===== src/hw/rtl/mqaf_pkg.sv =====
// Shared codes, command and status types for the multi-queue action FIFO.
// No dependencies; used by the controller, the datapath and the top level.
package mqaf_pkg;

  localparam int unsigned FUNC_W   = 3;
  localparam int unsigned QSEL_W   = 3;
  localparam int unsigned KIND_W   = 2;
  localparam int unsigned ACTION_W = 8;
  localparam int unsigned ARG_W    = 32;
  localparam int unsigned TIME_W   = 32;

  // Command codes
  localparam logic [FUNC_W-1:0] FUNC_ADD       = 3'd0;
  localparam logic [FUNC_W-1:0] FUNC_NEXT      = 3'd1;
  localparam logic [FUNC_W-1:0] FUNC_FLUSH     = 3'd2;
  localparam logic [FUNC_W-1:0] FUNC_FLUSH_ALL = 3'd3;
  localparam logic [FUNC_W-1:0] FUNC_RUN       = 3'd4;
  localparam logic [FUNC_W-1:0] FUNC_STATUS    = 3'd5;

  // Result kinds
  localparam logic [KIND_W-1:0] KIND_START  = 2'd0;
  localparam logic [KIND_W-1:0] KIND_RUN    = 2'd1;
  localparam logic [KIND_W-1:0] KIND_STATUS = 2'd2;
  localparam logic [KIND_W-1:0] KIND_REJECT = 2'd3;

  // A run poll reports at most this many queues
  localparam int unsigned RUN_MAX   = 8;
  localparam int unsigned RUN_CNT_W = 3;

  // Where the action/argument of a result comes from
  typedef enum logic [1:0] {
    SRC_NONE,
    SRC_CMD,
    SRC_RAM
  } entry_src_e;

  typedef struct packed {
    logic                cap;
    logic                do_add;
    logic                do_next;
    logic                do_flush;
    logic                do_flush_all;
    logic                set_time;
    logic                rd_next;
    logic                rd_walk;
    logic                walk_clr;
    logic                walk_inc;
    logic                emit;
    logic                emit_walk;
    logic                emit_zero;
    logic                emit_last;
    logic [KIND_W-1:0]   emit_kind;
    entry_src_e          emit_src;
  } dp_cmd_t;

  typedef struct packed {
    logic sel_valid;
    logic sel_empty;
    logic sel_full;
    logic sel_one;
    logic walk_done;
    logic walk_hit;
    logic walk_more;
  } dp_status_t;

endpackage


===== src/hw/rtl/mqaf_ctrl.sv =====
// Command sequencer of the multi-queue action FIFO.
// Depends on mqaf_pkg; drives mqaf_dp through dp_cmd_t.
module mqaf_ctrl (
  input  logic                        clk_i,
  input  logic                        rst_ni,
  input  logic                        start_i,
  input  logic [mqaf_pkg::FUNC_W-1:0] func_i,
  input  mqaf_pkg::dp_status_t        status_i,
  output mqaf_pkg::dp_cmd_t           cmd_o,
  output logic                        busy_o
);

  localparam logic [1:0] S_IDLE   = 2'd0;
  localparam logic [1:0] S_EMIT   = 2'd1;
  localparam logic [1:0] S_RUN_RD = 2'd2;
  localparam logic [1:0] S_RUN_EM = 2'd3;

  logic [1:0]                        state_q, state_d;
  logic [mqaf_pkg::KIND_W-1:0]       kind_q, kind_d;
  mqaf_pkg::entry_src_e              src_q, src_d;
  logic                              zero_q, zero_d;
  logic [mqaf_pkg::RUN_CNT_W-1:0]    cnt_q, cnt_d;
  logic                              run_last;

  assign run_last = (cnt_q == mqaf_pkg::RUN_CNT_W'(mqaf_pkg::RUN_MAX - 1)) ||
                    !status_i.walk_more;

  always_comb begin
    cmd_o   = '0;
    state_d = state_q;
    kind_d  = kind_q;
    src_d   = src_q;
    zero_d  = zero_q;
    cnt_d   = cnt_q;
    case (state_q)
      S_IDLE: begin
        if (start_i) begin
          cmd_o.cap = 1'b1;
          src_d     = mqaf_pkg::SRC_NONE;
          zero_d    = 1'b0;
          kind_d    = mqaf_pkg::KIND_STATUS;
          case (func_i)
            mqaf_pkg::FUNC_ADD: begin
              state_d = S_EMIT;
              if (!status_i.sel_valid) begin
                kind_d = mqaf_pkg::KIND_REJECT;
                zero_d = 1'b1;
              end else if (status_i.sel_full) begin
                kind_d = mqaf_pkg::KIND_REJECT;
              end else begin
                cmd_o.do_add = 1'b1;
                if (status_i.sel_empty) begin
                  cmd_o.set_time = 1'b1;
                  kind_d         = mqaf_pkg::KIND_START;
                  src_d          = mqaf_pkg::SRC_CMD;
                end
              end
            end
            mqaf_pkg::FUNC_NEXT: begin
              state_d = S_EMIT;
              if (!status_i.sel_valid) begin
                kind_d = mqaf_pkg::KIND_REJECT;
                zero_d = 1'b1;
              end else if (status_i.sel_empty) begin
                kind_d = mqaf_pkg::KIND_REJECT;
              end else begin
                cmd_o.do_next = 1'b1;
                if (!status_i.sel_one) begin
                  cmd_o.set_time = 1'b1;
                  cmd_o.rd_next  = 1'b1;
                  kind_d         = mqaf_pkg::KIND_START;
                  src_d          = mqaf_pkg::SRC_RAM;
                end
              end
            end
            mqaf_pkg::FUNC_FLUSH: begin
              state_d = S_EMIT;
              if (!status_i.sel_valid) begin
                kind_d = mqaf_pkg::KIND_REJECT;
                zero_d = 1'b1;
              end else begin
                cmd_o.do_flush = 1'b1;
              end
            end
            mqaf_pkg::FUNC_STATUS: begin
              state_d = S_EMIT;
              if (!status_i.sel_valid) begin
                kind_d = mqaf_pkg::KIND_REJECT;
                zero_d = 1'b1;
              end
            end
            mqaf_pkg::FUNC_FLUSH_ALL: begin
              cmd_o.do_flush_all = 1'b1;
            end
            mqaf_pkg::FUNC_RUN: begin
              cmd_o.walk_clr = 1'b1;
              cnt_d          = '0;
              state_d        = S_RUN_RD;
            end
            default: begin
            end
          endcase
        end
      end
      S_EMIT: begin
        cmd_o.emit      = 1'b1;
        cmd_o.emit_kind = kind_q;
        cmd_o.emit_src  = src_q;
        cmd_o.emit_zero = zero_q;
        cmd_o.emit_last = 1'b1;
        state_d         = S_IDLE;
      end
      S_RUN_RD: begin
        // skip empty queues, fetch the head of the next busy one
        if (status_i.walk_done) begin
          state_d = S_IDLE;
        end else if (status_i.walk_hit) begin
          cmd_o.rd_walk = 1'b1;
          state_d       = S_RUN_EM;
        end else begin
          cmd_o.walk_inc = 1'b1;
        end
      end
      S_RUN_EM: begin
        cmd_o.emit      = 1'b1;
        cmd_o.emit_walk = 1'b1;
        cmd_o.emit_kind = mqaf_pkg::KIND_RUN;
        cmd_o.emit_src  = mqaf_pkg::SRC_RAM;
        cmd_o.emit_last = run_last;
        cmd_o.walk_inc  = 1'b1;
        cnt_d           = cnt_q + 1'b1;
        state_d         = run_last ? S_IDLE : S_RUN_RD;
      end
      default: begin
        state_d = S_IDLE;
      end
    endcase
  end

  always_ff @(posedge clk_i or negedge rst_ni) begin
    if (!rst_ni) begin
      state_q <= S_IDLE;
      kind_q  <= mqaf_pkg::KIND_STATUS;
      src_q   <= mqaf_pkg::SRC_NONE;
      zero_q  <= 1'b0;
      cnt_q   <= '0;
    end else begin
      state_q <= state_d;
      kind_q  <= kind_d;
      src_q   <= src_d;
      zero_q  <= zero_d;
      cnt_q   <= cnt_d;
    end
  end

  assign busy_o = (state_q != S_IDLE);

endmodule


===== config.mk =====
export PLATFORM = sky130hd
export DESIGN_NAME = mqaf_ctrl
export DESIGN_NICKNAME = d
export VERILOG_FILES = /design/src/hw/rtl/mqaf_pkg.sv /design/src/hw/rtl/mqaf_ctrl.sv
export SDC_FILE = /design/constraint.sdc
export NUM_CORES = 1
export LEC_CHECK = 0
export ABC_AREA = 1
export BUFFER_PORTS_ARGS = -buffer_cell sky130_fd_sc_hd__buf_4
export CAP_MARGIN = 10
export CORE_ASPECT_RATIO = 0.8
export CORE_MARGIN = 10
export CORE_UTILIZATION = 42
export CTS_CLUSTER_SIZE = 24
export DETAILED_ROUTE_END_ITERATION = 8
export PLACE_DENSITY = 0.68
export SYNTH_ARGS = -nofsm -noshare
export SYNTH_HDL_FRONTEND = slang
export SYNTH_SLANG_ARGS = --single-unit

===== constraint.sdc =====
create_clock -name clk_i -period 2.6 [get_ports clk_i]
set_clock_uncertainty 0.2 [all_clocks]
set_input_delay 0.52 -clock clk_i [delete_from_list [all_inputs] [get_ports clk_i]]
set_output_delay 0.52 -clock clk_i [all_outputs]
set_load 0.01 [all_outputs]

; ---- Yosys cells after proc, flatten, opt, wreduce, memory -nomap -nowiden
; Cells that the tools add are included.
[word_totals]
reg_bits = 10
in_bits = 13
out_inout_bits = 19
[op_classes]
n_addsub = 1
eq_ne = 13
mux = 58
n_reduce_logical = 12
[ops]
columns = cell, n
row1 = 2-bit 2-to-1 mux, 18
row2 = 1-bit 2-to-1 mux, 28
row3 = 7-bit 2-to-1 mux, 2
row4 = 5-bit case mux with 2 select lines, 1
row5 = "3-bit == test, second input constant", 3
row6 = 2-bit case mux with 2 select lines, 2
row7 = 2-bit case mux with 4 select lines, 1
row8 = "3-bit by 2-bit == test with 1-bit output, second input constant", 2
row9 = 3-bit 2-to-1 mux, 2
row10 = 2-bit case mux with 3 select lines, 1
row11 = 3-bit case mux with 2 select lines, 1
row12 = 3-bit AND reduction, 2
row13 = "2-bit == test, second input constant", 2
row14 = 1-bit case mux with 2 select lines, 2
row15 = 2-bit nonzero test, 2
row16 = 2-bit OR reduction, 2
row17 = 4-bit OR reduction, 1
row18 = "3-bit by 1-bit adder with 3-bit output, second input constant", 1
row19 = "3-bit by 1-bit == test with 1-bit output, second input constant", 1
row20 = 3-bit zero test, 1
row21 = "3-bit by 2-bit inequality test with 1-bit output, second input constant", 1
row22 = "3-bit inequality test, second input constant", 1
row23 = "2-bit by 1-bit == test with 1-bit output, second input constant", 1
row24 = 2-bit zero test, 1
row25 = 5 further kinds, 5

; ---- Longest topological paths before layout
[logic_depth]
word_depth = 6
mapped_depth = 8
depth_no_buf = 7

; ---- Least setup slack after synthesis
; No wires, ideal clock.
[synth_timing]
path_kind = input to output
startpoint = in func_i[2] in the netlist's numbering
endpoint = out cmd_o[14] in the netlist's numbering
arrival_ps = 1234
path_slack_ps = 646
path_stages = 4
path_buffers = 1
cell_sequence = buf_2 -> inv_1 -> nand2_1 -> nor4_1
[synth_rtl]
columns = item, line
row1 = "start, declared", mqaf_ctrl.sv:7  ; input logic [mqaf_pkg::FUNC_W-1:0] func_i,
row2 = "end, declared", mqaf_ctrl.sv:9  ; output mqaf_pkg::dp_cmd_t cmd_o,

==> results.ini <==
[place]
hpwl_um=1630
portBuffers=31
pre_cts_ws_ns=0.514
globalplace.congestion=0.901

[cts]
htreeDepth=1
cts.sinks=10
cts_buffers=3
clk-insertion-delay-late_ns=0.26
post_cts_resize_count=0
cts_tree=yes
clkTransAtPathRegs_ns=0.07
cts_root_buffer=clkbuf_4
clockBufferDepth=2

[worst_setup_path]
path_buf_inv=2
crit_fanout=9
crit_path_start_kind=flop
path_class=flop to primary output
cp_cell_sequence=nor2_4, nand2_2, inv_2, nand2_1, nor3_2, buf_4
max_stage_delay_ns=0.47
critPathTopFamily=simple AND/OR/NAND/NOR gates
end_kind=primary output
required_ns=1.88
cp.arrival_ns=1.52
crit_slowest_cell=dfrtp_1
r2r_setup_slack_ns=1.12

[finish]
final_cell_mix=nand2_1 (31), buf_4 (31), inv_1 (16)
postLayoutCoreUtil=0.627
antenna_cells=0
drive_above_1_share=0.329
area_growth_pct=41.2
fillers=162
nets=162

[timing]
relSlewSlack=0.808
final_hold_viol_count=0
period_share=0.863
drv_slew=0
min_period_ns=2.24
fin_tns_setup_ns=0
setup_viol=0
setup_ws_ns=0.357
timing_worst_slew_pin_value_ns=0.288
rsz0062_at_grt=no
fmax_mhz=446

[synthesis]
synthTopCellsByArea=dfrtp_1 (31%), nand2_1 (16%), nand3_1 (8.3%)
synth_top_area_frac=0.312
synthCells=112
ys_warn_count=0
synth_nets=127
synth-seq-cells=10
synth_cell_types=21
yosysTopAreaCell=dfrtp_1
synth.avg_cell_area_um2=6.45
syn_area_um2=722
yosysSeqAreaShare=0.348

[detailed_routing]
dr.first_iter.drc_count=25
vias=783
drcViolationCount=0
firstDrtPassIters=4
routed_wl_um=1940
via_per_inst=4.66
routedWlPerCell_um=11.5
drtAntennaViolNets=0

[grt]
grt_pass1_vias=750
grt_max_degree=11
gr-usage-all-layers=0.111
grt_pass1_wl_um=3460
grt_overflow=0
grt_antenna_before_repair=0

[flow_run]
maxCapViolCount=0

[floorplanning]
die_area_um2=3790
start_util=0.444
core_um2=1630
rows=13
ios=32
dieWidth_um=66.4
fp.dieH_um=57.1

[power]
total_power_w=0.000728
powerDensity_nw_per_um2=714
ir_drop_v=0.000411
power.leakage_nw=0.601

[outcome]
status=finished, final reports clean

[min_path]
min_path_type=flop to flop

[where the power goes]
| group | internal [W] | switching [W] | total [W] |
|---|---|---|---|
| Sequential | 0.000210 | 0.0000451 | 0.000255 |
| Combinational | 0.000144 | 0.000190 | 0.000334 |
| Clock | 0.0000850 | 0.0000541 | 0.000139 |
[what timing repair did]
| action | CTS | global route |
|---|---|---|
| setup buffers | 0 | 0 |
| hold buffers | 1 | 0 |
| hold endpoints to repair | 9 | 0 |
[tightest hold or removal path, delay by kind of cell (launching register included)]
| kind | cells | cell delay [ns] |
|---|---|---|
| flops | 1 | 0.36 |
| simple gates | 2 | 0.12 |
[stage by stage]
step | instance area [um2] | hold slack (ns) | instances
floorplan | 722 | 0.0244 | 112
global placement | 973 | 0.155 | 163
detailed placement | 973 | 0.157 | 163
CTS | 1020 | 0.298 | 168
global route | 1020 | 0.325 | 168
finish | 1020 | 0.299 | 168
[per-layer routing]
layer,track usage,up-vias,part of all wire
li1,-,420,-
met1,0.149,338,0.50
met2,0.143,23,0.40
met3,0.0507,2,0.089
met4,0.0537,0,0.014
met5,0,-,0
[area by class of cell]
| cell class | count | area (um2) | area share |
|---|---|---|---|
| Clock buffer | 4 | 36.3 | 0.0356 |
| Timing Repair Buffer | 32 | 243 | 0.238 |
| Multi-Input combinational cell | 80 | 387 | 0.379 |
| Inverter | 20 | 75.1 | 0.0736 |
| Tap cell | 22 | 27.5 | 0.0270 |
| Sequential cell | 10 | 251 | 0.247 |
[synth_stat cells (all sizes together)]
cell type / n
nand2: 34
nor4: 3
a21oi: 2
nor2: 18
dfstp: 1
dfrtp: 9
ha: 2
clkbuf: 1
inv: 20
buf: 1
o21ai: 6
o211ai: 1
nand4: 1
nor3: 1
nand3: 12
[path summary, 6_finish.rpt]
kind / end / from / cells past startpoint
hold / removal: kind_q[0]$_DFFE_PN0P_ / kind_q[0]$_DFFE_PN0P_ / 2
setup / recovery: cmd_o[16] / state_q[1]$_DFFE_PN0P_ / 6
hold reg to reg: kind_q[0]$_DFFE_PN0P_ / kind_q[0]$_DFFE_PN0P_ / 2
min in group asynchronous: cnt_q[0]$_DFFE_PN0P_ / rst_ni / 2
setup reg to reg: state_q[1]$_DFFE_PN0P_ / cnt_q[0]$_DFFE_PN0P_ / 7
max in group asynchronous: kind_q[1]$_DFFE_PN1P_ / rst_ni / 2
[sequential cells by signal (all words and copies together), names as in the netlist]
name and flops:
state_q 2, kind_q 2, src_q 2, cnt_q 3, zero_q 1
[kinds of logic after synthesis]
| kind of cell | Yosys count | synth area share |
|---|---|---|
| adder cells (fa/ha/maj) | 2 | 0.0347 |
| buffers and inverters | 22 | 0.116 |
| AND/OR/NAND/NOR | 69 | 0.430 |
| flip-flops | 10 | 0.348 |
| AO/OA/AOI/OAI | 9 | 0.0711 |
No activity file was read; power rests on OpenSTA's default activity.
